===== config.mk =====
export PLATFORM = sky130hd
export DESIGN_NAME = ble_adv_wake_parser_unit
export DESIGN_NICKNAME = d
export VERILOG_FILES = /design/src/design/bawp_pkg.sv /design/src/design/bawp_front.sv /design/src/design/bawp_queue.sv /design/src/design/bawp_back.sv /design/src/design/ble_adv_wake_parser_unit.sv
export VERILOG_INCLUDE_DIRS = /design/src /design/src/design
export SDC_FILE = /design/constraint.sdc
export NUM_CORES = 1
export LEC_CHECK = 0
export BUFFER_PORTS_ARGS = -buffer_cell sky130_fd_sc_hd__buf_2
export CAP_MARGIN = 15
export CORE_MARGIN = 3
export CORE_UTILIZATION = 49
export CTS_CLUSTER_SIZE = 12
export DETAILED_ROUTE_END_ITERATION = 8
export PLACE_DENSITY = 0.7
export SYNTH_ARGS = -nofsm -noshare
export SYNTH_HDL_FRONTEND = slang
export SYNTH_SLANG_ARGS = --single-unit

===== constraint.sdc =====
create_clock -name clk -period 5.3 [get_ports clk]
set_clock_uncertainty 0.15 [all_clocks]
set_input_delay 0.53 -clock clk [delete_from_list [all_inputs] [get_ports clk]]
set_output_delay 0.53 -clock clk [all_outputs]
set_load 0.03 [all_outputs]

===== src/design/ble_adv_wake_parser_unit_macros.svh =====
// assertion macros for the advertisement wake parser
`ifndef BLE_ADV_WAKE_PARSER_UNIT_MACROS_SVH
`define BLE_ADV_WAKE_PARSER_UNIT_MACROS_SVH

`ifndef NO_ASSERTIONS
// property checked outside reset
`define BAWP_ASSERT(lbl, prop) \
  lbl: assert property (@(posedge clk) disable iff (rst) prop) else $error("bawp check failed");
// property checked also while reset is high
`define BAWP_ASSERT_RST(lbl, prop) \
  lbl: assert property (@(posedge clk) prop) else $error("bawp reset check failed");
`else
`define BAWP_ASSERT(lbl, prop)
`define BAWP_ASSERT_RST(lbl, prop)
`endif

`endif


===== src/design/bawp_pkg.sv =====
// shared types and constants for the advertisement wake parser
package bawp_pkg;

  // manufacturer structure geometry
  localparam int MFG_LEN = 26;
  localparam int MAX_ADV = 31;
  localparam logic [7:0] MFG_STRUCT_LEN = 8'(MFG_LEN + 1);
  localparam logic [7:0] MAX_ADV_LEN = 8'(MAX_ADV);

  // byte values of interest
  localparam logic [7:0] TYPE_MFG   = 8'hff;
  localparam logic [7:0] COMPANY_LO = 8'h53;
  localparam logic [7:0] COMPANY_HI = 8'h05;
  localparam logic [7:0] VENDOR_LO  = 8'h7e;
  localparam logic [7:0] VENDOR_HI  = 8'h05;

  // field positions inside the manufacturer structure
  localparam logic [7:0] FLD_COMPANY_LO = 8'd0;
  localparam logic [7:0] FLD_COMPANY_HI = 8'd1;
  localparam logic [7:0] FLD_VENDOR_LO  = 8'd5;
  localparam logic [7:0] FLD_VENDOR_HI  = 8'd6;
  localparam logic [7:0] FLD_PID_LO     = 8'd7;
  localparam logic [7:0] FLD_PID_HI     = 8'd8;
  localparam logic [7:0] FLD_FLAG       = 8'd11;
  localparam logic [7:0] FLD_MAC0       = 8'd12;
  localparam logic [7:0] MAC_BYTES      = 8'd6;

  // structure offset codes
  localparam logic [7:0] OFS_LENGTH = 8'd0;
  localparam logic [7:0] OFS_TYPE   = 8'd1;

  // queue geometry
  localparam int QDEPTH = 4;
  localparam int QPTR_W = $clog2(QDEPTH);

  // one classified byte as it travels from front to back
  typedef struct packed {
    logic [7:0] data;
    logic       last;
    logic       is_zero;
    logic       is_mfg_type;
    logic       is_mfg_len;
    logic       is_company_lo;
    logic       is_company_hi;
    logic       is_vendor_lo;
    logic       is_vendor_hi;
  } bawp_word_t;

endpackage


===== src/design/bawp_front.sv =====
// front end: classifies each incoming byte against the values the walker needs
module bawp_front (
  input  logic [7:0]          data_byte,
  input  logic                last_byte,
  output bawp_pkg::bawp_word_t word
);
  import bawp_pkg::*;

  // byte compares done ahead of the walker
  always_comb begin
    word.data          = data_byte;
    word.last          = last_byte;
    word.is_zero       = (data_byte == 8'd0);
    word.is_mfg_type   = (data_byte == TYPE_MFG);
    word.is_mfg_len    = (data_byte == MFG_STRUCT_LEN);
    word.is_company_lo = (data_byte == COMPANY_LO);
    word.is_company_hi = (data_byte == COMPANY_HI);
    word.is_vendor_lo  = (data_byte == VENDOR_LO);
    word.is_vendor_hi  = (data_byte == VENDOR_HI);
  end

endmodule


===== src/design/bawp_queue.sv =====
// short register queue between the front end and the walker
module bawp_queue (
  input  logic                 clk,
  input  logic                 rst,
  input  logic                 push,
  input  bawp_pkg::bawp_word_t push_word,
  output logic                 full,
  input  logic                 pop,
  output logic                 valid,
  output bawp_pkg::bawp_word_t word
);
  import bawp_pkg::*;

  bawp_word_t          entries [QDEPTH];
  logic [QPTR_W-1:0]   wr_ptr;
  logic [QPTR_W-1:0]   rd_ptr;
  logic [QPTR_W:0]     count;

  assign full  = (count == (QPTR_W+1)'(QDEPTH));
  assign valid = (count != '0);
  assign word  = entries[rd_ptr];

  // pointers and fill count
  always_ff @(posedge clk) begin
    if (rst) begin
      wr_ptr <= '0;
      rd_ptr <= '0;
      count  <= '0;
    end else begin
      if (push) wr_ptr <= wr_ptr + 1'b1;
      if (pop)  rd_ptr <= rd_ptr + 1'b1;
      unique case ({push, pop})
        2'b10:   count <= count + 1'b1;
        2'b01:   count <= count - 1'b1;
        default: count <= count;
      endcase
    end
  end

  // storage
  always_ff @(posedge clk) begin
    if (push) entries[wr_ptr] <= push_word;
  end

endmodule


===== src/design/bawp_back.sv =====
// back end: walks length-type structures and holds the result word
module bawp_back (
  input  logic                 clk,
  input  logic                 rst,
  input  logic                 q_valid,
  input  bawp_pkg::bawp_word_t q_word,
  output logic                 q_pop,
  output logic                 result_valid,
  input  logic                 result_stall,
  output logic                 wake_hit,
  output logic [15:0]          product_id,
  output logic [7:0]           type_flag,
  output logic [47:0]          console_mac,
  output logic [4:0]           adv_length
);
  import bawp_pkg::*;

  // frame state
  logic [7:0]  byte_count, byte_count_next;
  logic [7:0]  struct_offset, struct_offset_next;
  logic [7:0]  struct_length, struct_length_next;
  logic        struct_len_ok, struct_len_ok_next;
  logic        struct_is_mfg, struct_is_mfg_next;
  logic        walk_stopped, walk_stopped_next;
  logic        frame_failed, frame_failed_next;
  logic        mfg_seen, mfg_seen_next;
  logic [15:0] held_product_id, held_product_id_next;
  logic [7:0]  held_flag, held_flag_next;
  logic [47:0] held_mac, held_mac_next;

  logic [7:0]  field_idx;
  logic [7:0]  mac_ofs;
  logic        mfg_now;
  logic        fail_now;
  logic        hit;
  logic        load_result;

  // take a word unless it would finish a frame onto a blocked result
  assign q_pop       = q_valid && (!q_word.last || !result_valid || !result_stall);
  assign load_result = q_pop && q_word.last;
  assign field_idx   = struct_offset - 8'd2;
  assign mac_ofs     = field_idx - FLD_MAC0;

  // structure walk for one byte
  always_comb begin
    byte_count_next      = (byte_count == 8'hff) ? byte_count : byte_count + 8'd1;
    struct_offset_next   = struct_offset;
    struct_length_next   = struct_length;
    struct_len_ok_next   = struct_len_ok;
    struct_is_mfg_next   = struct_is_mfg;
    walk_stopped_next    = walk_stopped;
    frame_failed_next    = frame_failed;
    mfg_seen_next        = mfg_seen;
    held_product_id_next = held_product_id;
    held_flag_next       = held_flag;
    held_mac_next        = held_mac;
    mfg_now              = struct_is_mfg;
    fail_now             = 1'b0;

    if (!walk_stopped && !frame_failed) begin
      if (struct_offset == OFS_LENGTH) begin
        // length byte; a trailing one is dropped
        if (!q_word.last) begin
          if (q_word.is_zero) begin
            walk_stopped_next = 1'b1;
          end else begin
            struct_length_next = q_word.data;
            struct_len_ok_next = q_word.is_mfg_len;
            struct_offset_next = OFS_TYPE;
            struct_is_mfg_next = 1'b0;
          end
        end
      end else begin
        if (struct_offset == OFS_TYPE) begin
          // type byte
          if (q_word.is_mfg_type) begin
            mfg_now = 1'b1;
            if (!struct_len_ok) fail_now = 1'b1;
          end
        end else if (struct_is_mfg) begin
          // manufacturer field checks and captures
          priority if (field_idx == FLD_COMPANY_LO) begin
            if (!q_word.is_company_lo) fail_now = 1'b1;
          end else if (field_idx == FLD_COMPANY_HI) begin
            if (!q_word.is_company_hi) fail_now = 1'b1;
          end else if (field_idx == FLD_VENDOR_LO) begin
            if (!q_word.is_vendor_lo) fail_now = 1'b1;
          end else if (field_idx == FLD_VENDOR_HI) begin
            if (!q_word.is_vendor_hi) fail_now = 1'b1;
          end else if (field_idx == FLD_PID_LO) begin
            held_product_id_next[7:0] = q_word.data;
          end else if (field_idx == FLD_PID_HI) begin
            held_product_id_next[15:8] = q_word.data;
          end else if (field_idx == FLD_FLAG) begin
            held_flag_next = q_word.data;
          end else if (field_idx >= FLD_MAC0 && mac_ofs < MAC_BYTES) begin
            held_mac_next[{mac_ofs[2:0], 3'b000} +: 8] = q_word.data;
          end else begin
            fail_now = 1'b0;
          end
        end

        // fail the frame, or advance or close the structure
        if (fail_now) begin
          frame_failed_next  = 1'b1;
          struct_is_mfg_next = mfg_now;
        end else if (struct_offset == struct_length) begin
          if (mfg_now) mfg_seen_next = 1'b1;
          struct_offset_next = OFS_LENGTH;
          struct_is_mfg_next = 1'b0;
        end else if (q_word.last) begin
          frame_failed_next = 1'b1;
        end else begin
          struct_offset_next = struct_offset + 8'd1;
          struct_is_mfg_next = mfg_now;
        end
      end
    end

    hit = mfg_seen_next && !frame_failed_next && (byte_count_next <= MAX_ADV_LEN);
  end

  // frame state registers, cleared at the end of every frame
  always_ff @(posedge clk) begin
    if (rst || load_result) begin
      byte_count    <= '0;
      struct_offset <= OFS_LENGTH;
      struct_length <= '0;
      struct_len_ok <= 1'b0;
      struct_is_mfg <= 1'b0;
      walk_stopped  <= 1'b0;
      frame_failed  <= 1'b0;
      mfg_seen      <= 1'b0;
    end else if (q_pop) begin
      byte_count    <= byte_count_next;
      struct_offset <= struct_offset_next;
      struct_length <= struct_length_next;
      struct_len_ok <= struct_len_ok_next;
      struct_is_mfg <= struct_is_mfg_next;
      walk_stopped  <= walk_stopped_next;
      frame_failed  <= frame_failed_next;
      mfg_seen      <= mfg_seen_next;
    end
  end

  // captured manufacturer fields
  always_ff @(posedge clk) begin
    if (q_pop) begin
      held_product_id <= held_product_id_next;
      held_flag       <= held_flag_next;
      held_mac        <= held_mac_next;
    end
  end

  // result word register
  always_ff @(posedge clk) begin
    if (rst) begin
      result_valid <= 1'b0;
    end else if (load_result) begin
      result_valid <= 1'b1;
    end else if (!result_stall) begin
      result_valid <= 1'b0;
    end
  end

  always_ff @(posedge clk) begin
    if (load_result) begin
      wake_hit    <= hit;
      product_id  <= hit ? held_product_id_next : 16'd0;
      type_flag   <= hit ? held_flag_next : 8'd0;
      console_mac <= hit ? held_mac_next : 48'd0;
      adv_length  <= hit ? byte_count_next[4:0] : 5'd0;
    end
  end

endmodule


===== src/design/ble_adv_wake_parser_unit.sv =====
// Advertisement wake parser top level: classifier, byte queue and structure walker.
// Throughput: one byte per cycle while byte_stall is low.
// The final byte passes the queue, then the walker's result register; words queued ahead delay it.
// A stalled result holds the walker only at the next final byte; the 4-word queue
// absorbs the bytes in between. Reset is synchronous and clears the queue,
// the frame state and the result valid.
module ble_adv_wake_parser_unit (
  input  logic        clk,
  input  logic        rst,
  input  logic        byte_valid,
  output logic        byte_stall,
  input  logic [7:0]  data_byte,
  input  logic        last_byte,
  output logic        result_valid,
  input  logic        result_stall,
  output logic        wake_hit,
  output logic [15:0] product_id,
  output logic [7:0]  type_flag,
  output logic [47:0] console_mac,
  output logic [4:0]  adv_length
);
  import bawp_pkg::*;

  `include "ble_adv_wake_parser_unit_macros.svh"

  bawp_word_t front_word;
  bawp_word_t q_word;
  logic       q_full;
  logic       q_valid;
  logic       q_pop;
  logic       q_push;

  assign byte_stall = q_full;
  assign q_push     = byte_valid && !q_full;

  // byte classifier
  bawp_front u_front (
    .data_byte (data_byte),
    .last_byte (last_byte),
    .word      (front_word)
  );

  // decoupling queue
  bawp_queue u_queue (
    .clk       (clk),
    .rst       (rst),
    .push      (q_push),
    .push_word (front_word),
    .full      (q_full),
    .pop       (q_pop),
    .valid     (q_valid),
    .word      (q_word)
  );

  // structure walker and result register
  bawp_back u_back (
    .clk          (clk),
    .rst          (rst),
    .q_valid      (q_valid),
    .q_word       (q_word),
    .q_pop        (q_pop),
    .result_valid (result_valid),
    .result_stall (result_stall),
    .wake_hit     (wake_hit),
    .product_id   (product_id),
    .type_flag    (type_flag),
    .console_mac  (console_mac),
    .adv_length   (adv_length)
  );

  // checks
  `BAWP_ASSERT(a_miss_is_zero, result_valid && !wake_hit |-> product_id == 16'd0 && type_flag == 8'd0 && console_mac == 48'd0 && adv_length == 5'd0)
  `BAWP_ASSERT(a_result_from_last, $rose(result_valid) |-> $past(q_pop && q_word.last))
  `BAWP_ASSERT(a_pop_needs_word, q_pop |-> q_valid)
  `BAWP_ASSERT_RST(a_reset_clears, rst |=> !result_valid && !q_valid)

endmodule


### After elaboration in Yosys (flattened, before gate mapping)

Memories as Yosys holds them, arrays and structs flattened. A register that Yosys moved wholly into a read port is not among the register bits.
Cells that the tools add are included.

* add/sub/neg operators: 9
* order comparisons: 3
* equal/unequal tests: 23
* shifts and indexed selects: 2
* muxes and demuxes: 83
* bitwise logic cells: 2
* reductions and logical operators: 26

Operators with widths (count)
* $mux 48: 12
* $mux 8: 21
* $mux 16: 8
* $bwmux 48: 1
* $shift 8x8->48 const A: 1
* $shiftx 8x8->48: 1
* $mux 1: 38
* $eq 8x3->1 const B: 4
* $logic_not 8->1: 3
* $add 8x1->8 const B: 2
* $eq 8x1->1 const B: 2
* $eq 8x4->1 const B: 2
* $eq 8x7->1 const B: 2
* $eq 8x8->1 const B: 2
* $reduce_and 5->1: 3
* $eq 8x5->1 const B: 1
* $eq 8x8->1: 1
* $ge 8x4->1 const B: 1
* $le 8x5->1 const B: 1
* $lt 8x3->1 const B: 1
* $neg 6->8: 1
* $sub 8x2->8 const B: 1
* $sub 8x4->8 const B: 1
* $logic_and 1x1->1: 7
* other kinds (17): 31

* flip-flop bits (word level): 187
* memory bits (writable): 64
* logic and storage cells: 169
* memories kept: 1

Memory list
* u_queue.entries: depth 4, bits a word 16, read ports 1, clocked after memory_dff 1, wr ports 1, line bawp_queue.sv:14 `bawp_word_t entries [QDEPTH];`

### Depth between registers and ports, before layout

* depth after elaboration: 17
* gate-level depth with buffers: 15
* gate-level depth less buffers: 11

### Hierarchy

Synthesis repeated with hierarchy kept, for this count alone.

* cells, all modules: 971
* area total of the unflattened synthesis: 12096.6 um^2

Modules (own cells, without submodules)
* bawp_back: times used 1, cells an instance 819, area an instance 9136.3 um^2, sequential area each 5104.9 um^2
* bawp_queue: times used 1, cells an instance 127, area an instance 2772.7 um^2, sequential area each 2102.0 um^2
* bawp_front: times used 1, cells an instance 24, area an instance 173.9 um^2, sequential area each 0.0 um^2
* ble_adv_wake_parser_unit: times used 1, cells an instance 1, area an instance 13.8 um^2, sequential area each 0.0 um^2

### Worst setup path before layout

No wires, ideal clock.

* path kind: register -> register
* start: register with a tool-made name
* end: register u_queue.count[2]
* library setup time: 71 ps
* data arrival time: 5004 ps
* required time: 5079 ps
* path slack: 75 ps
* cell stages (with the launch flop): 11
* path buffers: 2
* clock period less this slack: 5225 ps
* cell sequence: dfxtp_1 > buf_2 > mux4_2 > a31oi_1 > clkbuf_1 > ha_1 > inv_1 > fa_1 > xor2_1 > or3_1 > a21oi_1

RTL lines
* end signal, assigned: line bawp_queue.sv:33 `2'b10: count <= count + 1'b1;`
* end signal, assigned: line bawp_queue.sv:34 `2'b01: count <= count - 1'b1;`
* end signal, assigned: line bawp_queue.sv:35 `default: count <= count;`
* end, declared: line bawp_queue.sv:17 `logic [QPTR_W:0] count;`

### Final worst setup path

* start: register u_back.struct_offset[1]
* end: register u_back.console_mac[19], data pin

* longest elaborated chain between the ends: 17
* elaborated cells between the ends (all ways): 54
* classes of those cells: add/sub (3); order compare (2); eq/ne (8); shift (2); mux (33); reduce/logical (6)

RTL lines
* start, declared: line bawp_back.sv:20 `logic [7:0] struct_offset, struct_offset_next;`
* start signal, assigned: line bawp_back.sv:136 `struct_offset <= struct_offset_next;`
* $sub 8x2->8: line bawp_back.sv:41 `assign field_idx = struct_offset - 8'd2;`
* $sub 8x4->8: line bawp_back.sv:42 `assign mac_ofs = field_idx - FLD_MAC0;`
* $neg 6->8: line bawp_back.sv:97 `held_mac_next[{mac_ofs[2:0], 3'b000} +: 8] = q_word.data;`
* $shiftx 8x8->48 / $shift 8x8->48 (equally long branches): line bawp_back.sv:97
* $bwmux 48: line bawp_back.sv:97
* $mux 48: line bawp_back.sv:96 `end else if (field_idx >= FLD_MAC0 && mac_ofs < MAC_BYTES) begin`
* $mux 48: line bawp_back.sv:94 `end else if (field_idx == FLD_FLAG) begin`
* $mux 48: line bawp_back.sv:92 `end else if (field_idx == FLD_PID_HI) begin`
* $mux 48: line bawp_back.sv:90 `end else if (field_idx == FLD_PID_LO) begin`
* $mux 48: line bawp_back.sv:88 `end else if (field_idx == FLD_VENDOR_HI) begin`
* $mux 48: line bawp_back.sv:86 `end else if (field_idx == FLD_VENDOR_LO) begin`
* $mux 48: line bawp_back.sv:84 `end else if (field_idx == FLD_COMPANY_HI) begin`
* $mux 48: line bawp_back.sv:82 `priority if (field_idx == FLD_COMPANY_LO) begin`
* $mux 48: line bawp_back.sv:80 `end else if (struct_is_mfg) begin`
* $mux 48: line bawp_back.sv:74 `if (struct_offset == OFS_TYPE) begin`
* $mux 48: line bawp_back.sv:61 `if (struct_offset == OFS_LENGTH) begin`
* $mux 48: line bawp_back.sv:60 `if (!walk_stopped && !frame_failed) begin`
* end signal, assigned: line bawp_back.sv:171 `console_mac <= hit ? held_mac_next : 48'd0;`
* end, declared: line bawp_back.sv:13 `output logic [47:0] console_mac,`

Several ways; a longest one is shown, not always the timed one. The select of a mux whose other input is x is not followed.
A chain may end at the register's enable or synchronous reset.

==> summary.md <==
| Metric | Value |
|---|---|
| CP Class | `reg2reg` |
| TritonCTS clock tree | `done` |
| Final Total Pwr | `roughly 7.1 mW` |
| DP HPWL | `roughly 16000 µm` |
| Total grt overflow | `0` |
| Placer Congestion | `between 0.8 and 0.9` |
| Die width | `~160 µm` |
| Global-route wire length before repair | `between 30000 and 40000 µm` |
| Htree depth | `1` |
| Via count | `7671` |
| Remaining antenna violation count | `0` |
| Pwr Density | `549 mW/mm²` |
| RSZ-0062 raised after global routing | `no` |
| Vias in the first global route | `7317` |
| Crit. End Element | `register` |
| Maxcap violations | `0` |
| Top FF cell, synth | `edfxtp_1` |
| Drt wl/cell | `19.3 µm` |
| Post-Route WL | `around 25000 µm` |
| Site Rows | `55` |
| Slew @ Worst Pin | `1080 ps` |
| CP Data Arrival Time | `4700 ps` |
| Non-Filler Instances | `~1300` |
| Post-synthesis area per instance | `12.8 µm²` |
| Share of post-route cells with drive strength above 1 | `between 20% and 30%` |
| Area Overhead vs Synth | `12.9%` |
| Clock transition time at the flip-flop clock pins of the worst setup and hold paths | `roughly 60 ps` |
| Antenna violations before repair | `0` |
| Fin. Hold Viols | `0` |
| Ant. Diodes | `0` |
| Post-layout instance area | `0.0130 mm²` |
| FMAX | `0.221 GHz` |
| Post-route setup TNS | `0 ps` |
| Number of gates resized after cts | `0` |
| Port Buf Inserts | `92` |
| Cells after Synth | `898` |
| Clk Latency, worst-skew pair | `520 ps` |
| Nets | `between 1000 and 1500` |
| Top Ports | `93` |
| Clk root buf | `clkbuf_16` |
| Syn. warnings | `0` |
| Number of flops mapped to enable cells by yosys | `210` |
| CP startpoint kind | `register` |
| Critical Path RT | `5480 ps` |
| DR pass1 iterations | `5` |
| Total global-route track usage | `about 19%` |
| LEAKAGE | `4.54 nW` |
| DIE AREA | `between 0.02 and 0.03 mm²` |
| Reg2Reg Setup Slack | `780 ps` |
| Final Cycle Share | `85.2%` |
| Pre-CTS WS | `886 ps` |
| Relative max-transition margin | `28.1%` |
| Critical Path Fanout Max | `44` |
| Commonest non-fill, non-tap cell in the layout | `edfxtp_1` |
| Max IR drop VDD | `0.318 mV` |
| Max-slew violation count | `0` |
| Largest net degree at the start of global routing | `80` |
| Run status | `completed` |
| FFs w/ async S/R, synth | `0%` |
| Post-DR vias/cell | `5.88` |
| Clk buf depth | `3` |
| #FFs+latches synth | `249` |
| Core Area | `0.0228 mm²` |
| Placed cells | `1260` |
| PnR worst setup slack | `785 ps` |
| Unique masters post-synth | `70` |
| DRC | `0` |
| CTS Sinks | `249` |
| TritonCTS Buffers | `25` |
| Final setup viols | `0` |
| Most frequent cells in the layout | `edfxtp_1, buf_2, nand2_1` |
| Syn Nets | `between 900 and 1000` |
| Cts hold-fix bufs | `0` |
| Chip height | `159 µm` |
| Seq/Total Area, Yosys | `61.8%` |
| Placement Cell Area | `0.0122 mm²` |
| Mapped Area | `roughly 0.011 mm²` |
| Setup bufs post-CTS | `0` |
| Drt first-iter violations | `630` |
| HP Class | `in2reg` |
| Starting Density | `roughly 50%` |
| Minimum clock period | `~4500 ps` |
final timing paths:
path | start | end | cells past startpoint
hold reg to reg | u_back.struct_length[6] | u_back.struct_length[6] | 2
hold / removal | last_byte | u_queue.entries[2][7] | 1
setup reg to reg | u_back.struct_offset[1] | u_back.console_mac[19] | 12
setup / recovery | u_back.struct_offset[1] | u_back.console_mac[19] | 12
where the power goes:
part / switching, mW / internal (mW) / total [mW]
sequential: 0.197 / 2.98 / 3.18
combinational: 1.69 / 0.667 / 2.36
clock: 0.699 / 0.881 / 1.58
state kept, by name, summed over array words and instances, names as in the netlist, 3 cells and up, named ones only:
| register | count |
|---|---|
| u_back.adv_length | 5 |
| u_back.byte_count | 8 |
| u_back.console_mac | 48 |
| u_back.held_flag | 8 |
| u_back.held_mac | 48 |
| u_back.held_product_id | 16 |
| u_back.product_id | 16 |
| u_back.struct_length | 8 |
| u_back.struct_offset | 8 |
| u_back.type_flag | 8 |
| u_queue.count | 3 |
| u_queue.entries | 60 |
cell families after synthesis:
logic type / Yosys count / share of synthesized area, %
xor gates and xnor gates: 22 / 1.68
muxes: 53 / 6.52
DFF: 249 / 61.8
adders and majority gates: 21 / 2.36
buffers and inverters: 73 / 2.70
and+or+nand+nor: 309 / 14.5
AOI/OAI and AO/OA: 171 / 10.5
cell type report:
cell class                      instances  area (µm²)
Fill cell                            1931        9890
Sequential cell                       249        7090
Multi-Input combinational cell        576        4140
Clock buffer                           41         686
Timing Repair Buffer                  105         571
Tap cell                              313         392
Inverter                               17        63.8
Clock inverter                          4        23.8
per-stage QoR:
step / util, % / hold slack [ps]
5_1_grt: 56.7 / 71.1
6_report: 56.7 / 80.6
3_3_place_gp: 53.6 / 347
3_5_place_dp: 53.6 / 357
4_1_cts: 56.7 / 62.9
2_1_floorplan: - / 288
layer usage:
layer,GRT usage [%],vias to the layer above,share of wire (%)
met2,32.0,233,49
li1,-,3622,-
met1,26.9,3766,43
met3,3.07,50,5.2
met4,5.09,0,2.4
met5,0,-,0
worst max-delay path, cell delays in order, from the launching register on:
cell       delay (ps)
dfxtp_1           550
inv_1             190
ha_1              360
xor2_1            290
ha_1              310
xor2_1            210
xnor2_1            90
a2111oi_0         450
buf_4             210
o2111ai_4         380
buf_4             430
or3_1             430
a211oi_1          280
synthesized netlist by cell type, types with 19 or more instances:
master | count | share of area [%]
a211oi_1 | 45 | 2.9
clkbuf_1 | 40 | 1.3
dfxtp_1 | 39 | 6.8
edfxtp_1 | 210 | 55
ha_1 | 20 | 2.2
mux2_2 | 24 | 2.4
nand2_1 | 91 | 3.0
nand4_1 | 29 | 1.6
nor2_1 | 41 | 1.3
nor3_1 | 19 | 0.83
nor3b_1 | 31 | 2.0
o21ai_0 | 49 | 2.1
or3_1 | 28 | 1.5
(Power assumes the default switching activity.)
